==> config.mk <==
export PLATFORM = sky130hd
export DESIGN_NAME = utf8_to_cp437_converter_top
export DESIGN_NICKNAME = d
export VERILOG_FILES = /design/src/rtl/core/u2c437_pkg.sv /design/src/rtl/core/utf8_to_cp437_converter_top.sv
export VERILOG_INCLUDE_DIRS = /design/src /design/src/rtl/core
export SDC_FILE = /design/constraint.sdc
export NUM_CORES = 1
export LEC_CHECK = 0
export ABC_AREA = 1
export BUFFER_PORTS_ARGS = -buffer_cell sky130_fd_sc_hd__buf_4
export CAP_MARGIN = 20
export CORE_MARGIN = 8
export CORE_UTILIZATION = 43
export CTS_CLUSTER_DIAMETER = 150
export DETAILED_ROUTE_END_ITERATION = 12
export PLACE_DENSITY = 0.56
export SETUP_SLACK_MARGIN = 0.3
export SLEW_MARGIN = 20
export SYNTH_ARGS = -nofsm -noshare
export SYNTH_HDL_FRONTEND = slang
export SYNTH_SLANG_ARGS = --single-unit
==> constraint.sdc <==
create_clock -name aclk -period 5.5 [get_ports aclk]
set_input_delay 0.275 -clock aclk [delete_from_list [all_inputs] [get_ports aclk]]
set_output_delay 0.275 -clock aclk [all_outputs]
set_load 0.03 [all_outputs]
==> src/rtl/core/utf8_to_cp437_converter_top_macros.svh <==
// Assertion macros for the UTF-8 to CP437 converter.
`ifndef UTF8_TO_CP437_CONVERTER_TOP_MACROS_SVH
`define UTF8_TO_CP437_CONVERTER_TOP_MACROS_SVH
`ifndef SYNTHESIS
`define U2C_ASSERT_IMPL(label, clk, rstn, prop, msg) \
    label: assert property (@(posedge clk) disable iff (!rstn) prop) else $error(msg);
`define U2C_ASSERT_RST(label, clk, prop, msg) \
    label: assert property (@(posedge clk) prop) else $error(msg);
`else
`define U2C_ASSERT_IMPL(label, clk, rstn, prop, msg)
`define U2C_ASSERT_RST(label, clk, prop, msg)
`endif
`endif

==> src/rtl/core/u2c437_pkg.sv <==
`timescale 1ns / 1ps
// ---------------------------------------------------------------------------
// u2c437_pkg
// Shared types and the CP437 multi-byte key table.
// ---------------------------------------------------------------------------
package u2c437_pkg;

    localparam int unsigned ByteW = 8;
    localparam int unsigned KeyW  = 24;

    typedef logic [KeyW-1:0] key_t;

    // Multi-byte UTF-8 key for each CP437 code, zero where none exists.
    localparam key_t MB_KEYS [256] = '{
        24'h0, 24'hE298BA, 24'hE298BB, 24'hE299A5, 24'hE299A6, 24'hE299A3, 24'hE299A0,
        24'hE280A2, 24'hE29798, 24'h0, 24'h0, 24'hE29982, 24'hE29980, 24'h0, 24'hE299AB,
        24'hE298BC,
        24'hE296BA, 24'hE29784, 24'hE28695, 24'hE280BC, 24'hC2B6, 24'hC2A7, 24'hE296AC,
        24'hE286A8, 24'hE28691, 24'hE28693, 24'hE28692, 24'hE28690, 24'hE2889F,
        24'hE28694, 24'hE296B2, 24'hE296BC,
        24'h0, 24'h0, 24'h0, 24'h0, 24'h0, 24'h0, 24'h0, 24'h0,
        24'h0, 24'h0, 24'h0, 24'h0, 24'h0, 24'h0, 24'h0, 24'h0,
        24'h0, 24'h0, 24'h0, 24'h0, 24'h0, 24'h0, 24'h0, 24'h0,
        24'h0, 24'h0, 24'h0, 24'h0, 24'h0, 24'h0, 24'h0, 24'h0,
        24'h0, 24'h0, 24'h0, 24'h0, 24'h0, 24'h0, 24'h0, 24'h0,
        24'h0, 24'h0, 24'h0, 24'h0, 24'h0, 24'h0, 24'h0, 24'h0,
        24'h0, 24'h0, 24'h0, 24'h0, 24'h0, 24'h0, 24'h0, 24'h0,
        24'h0, 24'h0, 24'h0, 24'h0, 24'h0, 24'h0, 24'h0, 24'h0,
        24'h0, 24'h0, 24'h0, 24'h0, 24'h0, 24'h0, 24'h0, 24'h0,
        24'h0, 24'h0, 24'h0, 24'h0, 24'h0, 24'h0, 24'h0, 24'h0,
        24'h0, 24'h0, 24'h0, 24'h0, 24'h0, 24'h0, 24'h0, 24'h0,
        24'h0, 24'h0, 24'h0, 24'h0, 24'h0, 24'h0, 24'h0, 24'hE28C82,
        24'hC387, 24'hC3BC, 24'hC3A9, 24'hC3A2, 24'hC3A4, 24'hC3A0, 24'hC3A5, 24'hC3A7,
        24'hC3AA, 24'hC3AB, 24'hC3A8, 24'hC3AF, 24'hC3AE, 24'hC3AC, 24'hC384, 24'hC385,
        24'hC389, 24'hC3A6, 24'hC386, 24'hC3B4, 24'hC3B6, 24'hC3B2, 24'hC3BB, 24'hC3B9,
        24'hC3BF, 24'hC396, 24'hC39C, 24'hC2A2, 24'hC2A3, 24'hC2A5, 24'hE282A7, 24'hC692,
        24'hC3A1, 24'hC3AD, 24'hC3B3, 24'hC3BA, 24'hC3B1, 24'hC391, 24'hC2AA, 24'hC2BA,
        24'hC2BF, 24'hE28C90, 24'hC2AC, 24'hC2BD, 24'hC2BC, 24'hC2A1, 24'hC2AB, 24'hC2BB,
        24'hE29691, 24'hE29692, 24'hE29693, 24'hE29482, 24'hE294A4, 24'hE295A1,
        24'hE295A2, 24'hE29596, 24'hE29595, 24'hE295A3, 24'hE29591, 24'hE29597,
        24'hE2959D, 24'hE2959C, 24'hE2959B, 24'hE29490,
        24'hE29494, 24'hE294B4, 24'hE294AC, 24'hE2949C, 24'hE29480, 24'hE294BC,
        24'hE2959E, 24'hE2959F, 24'hE2959A, 24'hE29594, 24'hE295A9, 24'hE295A6,
        24'hE295A0, 24'hE29590, 24'hE295AC, 24'hE295A7,
        24'hE295A8, 24'hE295A4, 24'hE295A5, 24'hE29599, 24'hE29598, 24'hE29592,
        24'hE29593, 24'hE295AB, 24'hE295AA, 24'hE29498, 24'hE2948C, 24'hE29688,
        24'hE29684, 24'hE2968C, 24'hE29690, 24'hE29680,
        24'hCEB1, 24'hC39F, 24'hCE93, 24'hCF80, 24'hCEA3, 24'hCF83, 24'hC2B5, 24'hCF84,
        24'hCEA6, 24'hCE98, 24'hCEA9, 24'hCEB4, 24'hE2889E, 24'hCF86, 24'hCEB5,
        24'hE288A9,
        24'hE289A1, 24'hC2B1, 24'hE289A5, 24'hE289A4, 24'hE28CA0, 24'hE28CA1, 24'hC3B7,
        24'hE28988, 24'hC2B0, 24'hE28899, 24'hC2B7, 24'hE2889A, 24'hE281BF, 24'hC2B2,
        24'hE296A0, 24'hC2A0
    };

    // Look up a completed multi-byte key; lowest code wins, zero on miss.
    function automatic logic [ByteW-1:0] mb_lookup(input key_t key);
        logic [ByteW-1:0] code;
        code = '0;
        for (int k = 255; k >= 1; k--) begin
            if (MB_KEYS[k] != '0 && MB_KEYS[k] == key) begin
                code = ByteW'(k);
            end
        end
        return code;
    endfunction

endpackage

==> src/rtl/core/utf8_to_cp437_converter_top.sv <==
`timescale 1ns / 1ps
// ---------------------------------------------------------------------------
// utf8_to_cp437_converter_top
// Converts a UTF-8 byte stream into code page 437 bytes.
// ---------------------------------------------------------------------------
// Channel | Direction | tdata               | tlast
// s_      | in        | [7:0] in_byte       | end_of_file
// m_      | out       | [7:0] cp437_code    | (none)
//
// One word per cycle: the decoder state and the table match sit between
// the sequence registers and the output register, so every accepted word
// finishes in the cycle it is accepted; a code appears on m_ the next cycle.
// Reset (aresetn low, synchronous) clears the sequence state and m_tvalid.
// s_tready is high whenever the output register is empty or being drained,
// so a stalled m_ side holds one code and stalls the input only then.
`include "utf8_to_cp437_converter_top_macros.svh"

module utf8_to_cp437_converter_top (
    input  logic       aclk,
    input  logic       aresetn,
    input  logic       s_tvalid,
    output logic       s_tready,
    input  logic [7:0] s_tdata,   // [7:0] in_byte
    input  logic       s_tlast,   // end_of_file
    output logic       m_tvalid,
    input  logic       m_tready,
    output logic [7:0] m_tdata    // [7:0] cp437_code
);

    logic [15:0] coll_reg, coll_next;     // earlier bytes of the sequence
    logic [1:0]  left_reg, left_next;     // bytes still expected
    logic [1:0]  len_reg,  len_next;      // 2 or 3; 0 marks a 4-byte sequence
    logic        m_valid_reg, m_valid_next;
    logic [7:0]  m_data_reg, m_data_next;

    logic        accept;
    logic [23:0] key;
    logic [1:0]  cur_len;
    logic        done;
    logic [7:0]  code;
    logic [7:0]  b;

    assign b        = s_tdata;
    assign s_tready = !m_valid_reg || m_tready;
    assign accept   = s_tvalid && s_tready;

    always_comb begin
        coll_next    = coll_reg;
        left_next    = left_reg;
        len_next     = len_reg;
        cur_len      = len_reg;
        done         = 1'b0;
        key          = {coll_reg, b};
        code         = '0;
        m_valid_next = m_valid_reg && !m_tready;
        m_data_next  = m_data_reg;
        if (accept) begin
            if (left_reg == 2'd0) begin
                // Decode a lead byte.
                coll_next = {8'h00, b};
                if ((b & 8'hE0) == 8'hC0) begin
                    len_next  = 2'd2;
                    left_next = 2'd1;
                end else if ((b & 8'hF0) == 8'hE0) begin
                    len_next  = 2'd3;
                    left_next = 2'd2;
                end else if ((b & 8'hF8) == 8'hF0) begin
                    len_next  = 2'd0;
                    left_next = 2'd3;
                end else begin
                    // Single byte: only tab, LF, CR and printable ASCII pass.
                    done = 1'b1;
                    if (b == 8'h09 || b == 8'h0A || b == 8'h0D ||
                        (b >= 8'h20 && b <= 8'h7E)) begin
                        code = b;
                    end
                end
            end else begin
                coll_next = {coll_reg[7:0], b};
                left_next = left_reg - 2'd1;
                if (left_reg == 2'd1) begin
                    done = 1'b1;
                    // Four-byte sequences never match.
                    if (cur_len == 2'd2) begin
                        code = u2c437_pkg::mb_lookup({8'h00, key[15:0]});
                    end else if (cur_len == 2'd3) begin
                        code = u2c437_pkg::mb_lookup(key);
                    end
                end
            end
            if (done || s_tlast) begin
                coll_next = '0;
                left_next = '0;
                len_next  = '0;
            end
            if (code != 8'h00) begin
                m_valid_next = 1'b1;
                m_data_next  = code;
            end
        end
    end

    always_ff @(posedge aclk) begin
        if (!aresetn) begin
            coll_reg    <= '0;
            left_reg    <= '0;
            len_reg     <= '0;
            m_valid_reg <= 1'b0;
        end else begin
            coll_reg    <= coll_next;
            left_reg    <= left_next;
            len_reg     <= len_next;
            m_valid_reg <= m_valid_next;
        end
        m_data_reg <= m_data_next;
    end

    assign m_tvalid = m_valid_reg;
    assign m_tdata  = m_data_reg;

    `U2C_ASSERT_IMPL(a_no_zero_code, aclk, aresetn, m_tvalid |-> m_tdata != 8'h00,
        "zero code emitted")
    `U2C_ASSERT_IMPL(a_len_state, aclk, aresetn,
        (left_reg == 2'd0) |-> (len_reg == 2'd0 && coll_reg == 16'h0000),
        "idle state not cleared")
    `U2C_ASSERT_IMPL(a_hold_out, aclk, aresetn,
        (m_tvalid && !m_tready) |=> (m_tvalid && $stable(m_tdata)),
        "stalled code changed")
    `U2C_ASSERT_RST(a_reset_clears, aclk, !aresetn |=> (!m_tvalid && left_reg == 2'd0),
        "reset did not clear state")

endmodule

== Word level (Yosys, flattened, before mapping) ==
Cells that the tools add are included.

* Flip-flop bits (word level): 29
* Bits of input ports: 13
* Word-level logic and storage cells: 514

* Add/subtract/negate cells: 1
* Order comparisons: 2
* Eq/ne operators: 235
* Muxes and demuxes: 254
* Reduce and logical (&&, ||, !) cells: 17

{| class="wikitable"
|+ Operator list
! cell !! number
|-
| 24-bit == test, first input constant || 89
|-
| 8-bit two-way mux || 234
|-
| 16-bit by 24-bit == test with 1-bit output, first input constant || 68
|-
| 16-bit == test, first input constant || 68
|-
| 16-bit two-way mux || 2
|-
| 8-bit by 4-bit == test with 1-bit output, second input constant || 3
|-
| 2-bit two-way mux || 10
|-
| 8-bit by 6-bit greater-or-equal comparator with 1-bit output, second input constant || 1
|-
| 8-bit by 7-bit <= comparator with 1-bit output, second input constant || 1
|-
| 1-bit two-way mux || 8
|-
| 8-bit nonzero test || 1
|-
| 5-bit == test, second input constant || 1
|-
| 1-bit logical OR || 5
|-
| 5-bit by 1-bit inequality test with 1-bit output, second input constant || 1
|-
| 2-bit == test, second input constant || 2
|-
| 4-bit == test, second input constant || 1
|-
| 2-bit AND reduction || 2
|-
| 4-bit nonzero test || 1
|-
| 3-bit == test, second input constant || 1
|-
| 1-bit logical AND || 3
|-
| 3-bit AND reduction || 1
|-
| 2-bit by 1-bit == test with 1-bit output, second input constant || 1
|-
| 1-bit zero test || 2
|-
| 2-bit zero test || 1
|-
| 2 further kinds || 2
|}

== Longest topological paths before layout ==
* Depth in word-level cells: 166
* Mapped depth: 51

== Worst setup path after synthesis ==
OpenSTA, ideal clock, no wires.

* Path type: in2reg
* Start point: in s_tdata[4]
* End point: reg m_data_reg[0] (netlist: m_tdata[0]) (enable)
* Data arrival time: 4.041 ns
* Required time: 5.227 ns
* Path slack: 1.186 ns
* Stages: 51
* Buffers on the path: 1
* Cells stage by stage: buf_2 nand2_1 inv_2 nand2_2 nor2_2 nand3_2 nand2_2 clkinv_1 nand4_1 nor2_1 nand4_1 nor2_1 nand4_1 nor2_1 nand4_1 nor2_1 nand4_1 nor2_1 (+15 left out) nor2_1 nand4_1 nor2_1 nand4_1 nor2_1 nand4_1 nor2_1 nand4_1 nor2_1 nand4_1 nor2_1 nand4_1 nand2_1 nand2_1 nand2_1 nand3_1 nand2_1 inv_1

* Word-level cells in the longest chain between the ends: 165
* Elaborated cells on any way between the ends: 472

{| class="wikitable"
|+ Ends and longest elaborated chain
! what !! RTL line !! text
|-
| start: declaration || utf8_to_cp437_converter_top.sv:23 || <nowiki>input logic [7:0] s_tdata,</nowiki>
|-
| 16-bit by 24-bit == test with 1-bit output || u2c437_pkg.sv:61 || <nowiki>if (MB_KEYS[k] != '0 && MB_KEYS[k] == key) begin</nowiki>
|-
| 8-bit two-way mux (157 in series) || u2c437_pkg.sv:61 ||
|-
| 8-bit two-way mux || utf8_to_cp437_converter_top.sv:86 || <nowiki>end else if (cur_len == 2'd3) begin</nowiki>
|-
| 8-bit two-way mux || utf8_to_cp437_converter_top.sv:84 || <nowiki>if (cur_len == 2'd2) begin</nowiki>
|-
| 8-bit two-way mux || utf8_to_cp437_converter_top.sv:81 || <nowiki>if (left_reg == 2'd1) begin</nowiki>
|-
| 8-bit two-way mux * || utf8_to_cp437_converter_top.sv:58 || <nowiki>if (left_reg == 2'd0) begin</nowiki>
|-
| 8-bit two-way mux * || utf8_to_cp437_converter_top.sv:57 || <nowiki>if (accept) begin</nowiki>
|-
| 8-bit nonzero test * || utf8_to_cp437_converter_top.sv:96 || <nowiki>if (code != 8'h00) begin</nowiki>
|-
| 2-bit AND reduction (no line) * || n/a ||
|-
| end signal: assignment || utf8_to_cp437_converter_top.sv:115 || <nowiki>m_data_reg <= m_data_next;</nowiki>
|-
| end: declaration || utf8_to_cp437_converter_top.sv:34 || <nowiki>logic [7:0] m_data_reg, m_data_next;</nowiki>
|}

Every way passes the cells marked *; elsewhere a longest branch is shown, timed or not. The select of a mux whose other input is x is not followed.
A chain may end at the register's enable or synchronous reset.

== Worst setup path after layout ==
* Start point: reg coll_reg[7]
* End point: reg m_data_reg[4] (netlist: m_tdata[4]) (enable)

* Word-level cells in the longest chain between the ends: 165
* Elaborated cells on any way between the ends: 457

{| class="wikitable"
|+ Ends and longest elaborated chain
! what !! RTL line !! text
|-
| start: declaration || utf8_to_cp437_converter_top.sv:30 || <nowiki>logic [15:0] coll_reg, coll_next;</nowiki>
|-
| start signal: assignment || utf8_to_cp437_converter_top.sv:110 || <nowiki>coll_reg <= coll_next;</nowiki>
|-
| 16-bit by 24-bit == test with 1-bit output || u2c437_pkg.sv:61 ||
|-
| 8-bit two-way mux (157 in series) || u2c437_pkg.sv:61 ||
|-
| 8-bit two-way mux || utf8_to_cp437_converter_top.sv:86 ||
|-
| 8-bit two-way mux * || utf8_to_cp437_converter_top.sv:84 ||
|-
| 8-bit two-way mux * || utf8_to_cp437_converter_top.sv:81 ||
|-
| 8-bit two-way mux * || utf8_to_cp437_converter_top.sv:58 ||
|-
| 8-bit two-way mux * || utf8_to_cp437_converter_top.sv:57 ||
|-
| 8-bit nonzero test * || utf8_to_cp437_converter_top.sv:96 ||
|-
| 2-bit AND reduction (no line) * || n/a ||
|}

Marked as above.

==> results.cfg <==
[timing]
slew-limit-headroom = 0.473
finalCriticalPeriod_ns = 5.09
hold_violations = 0
drv_slew = 0
setup_viol = 0
grt_setup_unrepaired = yes
clock.fmax_mhz = 197
post-route-period-util = 0.925
tightest_slew_ns = 0.779
finClkSkew_ns = 0.00405

[power]
p_per_area_nw_per_um2 = 125
seqPwrFrac = 0.342
ir_worst_vdd_uv = 138
power.share.combinational = 0.288
pwr-share-clk = 0.370
p_sw_frac = 0.350
p_switching_mw = 0.255
p_leak_nw = 2.44
intPower_mw = 0.472

[setup_path]
crit_type = flip-flop to flip-flop
arrival_ns = 5.12
critPathMaxFanout = 8
reg2reg_depth = 50
r2r_start = coll_reg[7]
crit_path_start_kind = flip-flop
reg2reg_to = m_tdata[4]
cpMaxStageDelayCell = dfxtp_4
cpMostUsedCell = nand4_1
rrSetupSlack_ns = 0.41
critPathMaxStageDelay_ns = 0.36
endpoint_kind = flip-flop
crit_required_ns = 5.54

[yosys]
seq_area_frac_synth = 0.136
synth_area_um2 = 4870
ys_types = 46
syn_nets = 941
synth_top_area_cell = nor2_1
yosys_warnings = 0
avgSynthCellArea_um2 = 5.25
synth_seq_cells = 29
synth_cells = 928
synth.top_cell.area_share = 0.160
yosys-top-cells-area = nor2_1 16%, inv_1 12%, nand2_1 11%

[grt]
grt_overflow = 0
track_usage = 0.326
antenna_found_initial = 0
grt_first_pass_wirelength_um = 37200
first_global_vias = 6434
grt_max_degree = 33

[clock_tree]
cts_sinks = 29
cts_made_buffers = 5
clk_path_buf_depth = 2
clkTransAtPathRegs_ns = 0.05
cts_root_buf = clkbuf_16
holdBufCountCts = 0
h-tree-depth = 2
cts_tree = yes
clock_latency_ns = 0.27

[min_path]
whs_path_depth = 3
hp-class = input pin to flip-flop
hold_end = coll_reg[1]
worstHoldStart = s_tdata[1]

[status]
status = complete, no violations

[place]
place_area_um2 = 5440
hpwl_um = 20100
port_buffers = 22
globalplace.congestion = 1.12

[floorplanning]
die_y_um = 122
dieArea_um2 = 15000
num_rows = 39
start_util = 0.434
io_pins = 23
die_x_um = 122
core_area_um2 = 11200

[drt]
wl_um = 25100
drt_iter0_markers = 1564
num_vias = 7208
post-route-drc-count = 0
first_pass_iters = 6
final_antenna_net_count = 0
wl_per_cell_um = 22.1
viasPerCell = 6.33

[finish]
antenna_cells = 0
largest_reg_flops = 16
final_area_um2 = 5820
nFillCells = 1261
area_growth_pct = 19.4
final_core_util = 0.519
drive_gt1_frac = 0.142
finalNetCount = 1008

[flow_run]
cap_violations = 0
==> power groups by stage <==
stage | clock network, mW | logic (mW) | registers (mW)
CTS | 0.271 | 0.186 | 0.248
finish | 0.269 | 0.209 | 0.249
floorplan | 0 | 0.0999 | 0.263
detailed placement | 0 | 0.185 | 0.252
global placement | 0 | 0.188 | 0.252
global route | 0.280 | 0.221 | 0.251
==> how the worst max path moves through the flow <==
stage | startpoint | end | slack (ns) | depth (start not counted)
floorplan | s_tdata[4] | m_tdata[0] | 1.19 | 51
global placement | s_tdata[0] | m_tdata[5] | 0.18 | 51
detailed placement | s_tdata[0] | m_tdata[5] | 0.19 | 51
CTS | coll_reg[4] | m_tdata[5] | 0.32 | 47
global route | coll_reg[7] | m_tvalid | -0.18 | 49
finish | coll_reg[7] | m_tdata[4] | 0.41 | 50
==> layout by cell type (no fill, tap or decap), types with 5 or more instances in the layout <==
cell type,n
clkinv_1,6
o21ai_0,57
nor2_1,205
inv_1,152
nand3_2,7
nand2_1,142
inv_2,8
edfxtp_1,8
o2111ai_1,13
buf_4,80
nor4_1,14
nand3_1,27
dfxtp_1,11
nor2_2,7
o211ai_1,6
nand2_2,9
o31ai_1,5
nand4_1,44
dfxtp_4,5
a211oi_1,14
a2111oi_0,5
a31oi_1,7
dfxtp_2,5
nor3b_1,5
clkbuf_16,5
nor3_1,51
a21oi_1,47
==> critical path: cells and delay by family, from the launching register on <==
family	cells	cell delay, ns
DFF	1	0.36
buffers and inverters	3	0.14
and+or+nand+nor	47	4.36
==> stage by stage <==
| stage | TNS [ns] | instances | hold slack, ns | total power [mW] | worst slack, ns |
|---|---|---|---|---|---|
| after global routing | -1.58 | 1138 | 0.308 | 0.752 | -0.178 |
| after floorplan | 0 | 928 | 0.413 | 0.363 | 1.19 |
| after CTS | 0 | 1119 | 0.296 | 0.706 | 0.323 |
| after detailed placement | 0 | 1112 | 0.473 | 0.437 | 0.190 |
| after global placement | 0 | 1112 | 0.472 | 0.440 | 0.176 |
| final | 0 | 1138 | 0.303 | 0.727 | 0.414 |
==> final cells by class <==
class | instances | area (um^2) | area share
clock buffers | 7 | 143 | 0.0245
repair buffers | 80 | 601 | 0.103
flip-flops and latches | 29 | 686 | 0.118
inverters | 168 | 639 | 0.110
multi-input cells | 711 | 3570 | 0.614
well taps | 143 | 179 | 0.0307
==> cells by family (layout without fill, tap and decap cells) <==
group,count (synthesis),count (layout),synth area share
flip-flops,29,29,0.136
AND/OR/NAND/NOR,533,533,0.492
AO/OA/AOI/OAI,178,178,0.227
buffers and inverters,188,255,0.146
==> cells in the mapped netlist, drive strengths merged <==
library cell / n
nand2: 155
o21ai: 57
or2: 2
nand4: 44
o31ai: 5
inv: 161
or4: 3
o311ai: 4
nor3: 51
nor2: 216
a31oi: 7
o32ai: 1
edfxtp: 8
o211ai: 6
a32oi: 2
clkinv: 7
and3: 3
o2111ai: 13
a2111oi: 5
a21oi: 48
nor3b: 5
a22oi: 3
nand3b: 2
dfxtp: 21
a221oi: 3
clkbuf: 13
a211oi: 14
buf: 7
nand3: 35
a211o: 1
or3: 1
nor4: 14
nor4b: 2
a41oi: 2
a22o: 1
a32o: 2
o22ai: 4
==> per-layer routing <==
metal	global-route usage	vias to the layer above	routed length, um
li1	-	3282	-
met1	0.444	3184	9910
met2	0.458	612	9910
met3	0.0883	130	3780
met4	0.174	0	1560
met5	0	-	0
==> repair_timing <==
| action | CTS | global route |
|---|---|---|
| gates resized for setup | 1 | 36 |
| setup buffers | 0 | 19 |
| pin swaps | 0 | 2 |
| setup endpoints to repair | 8 | 10 |
Power figures use the tool's default switching activity.
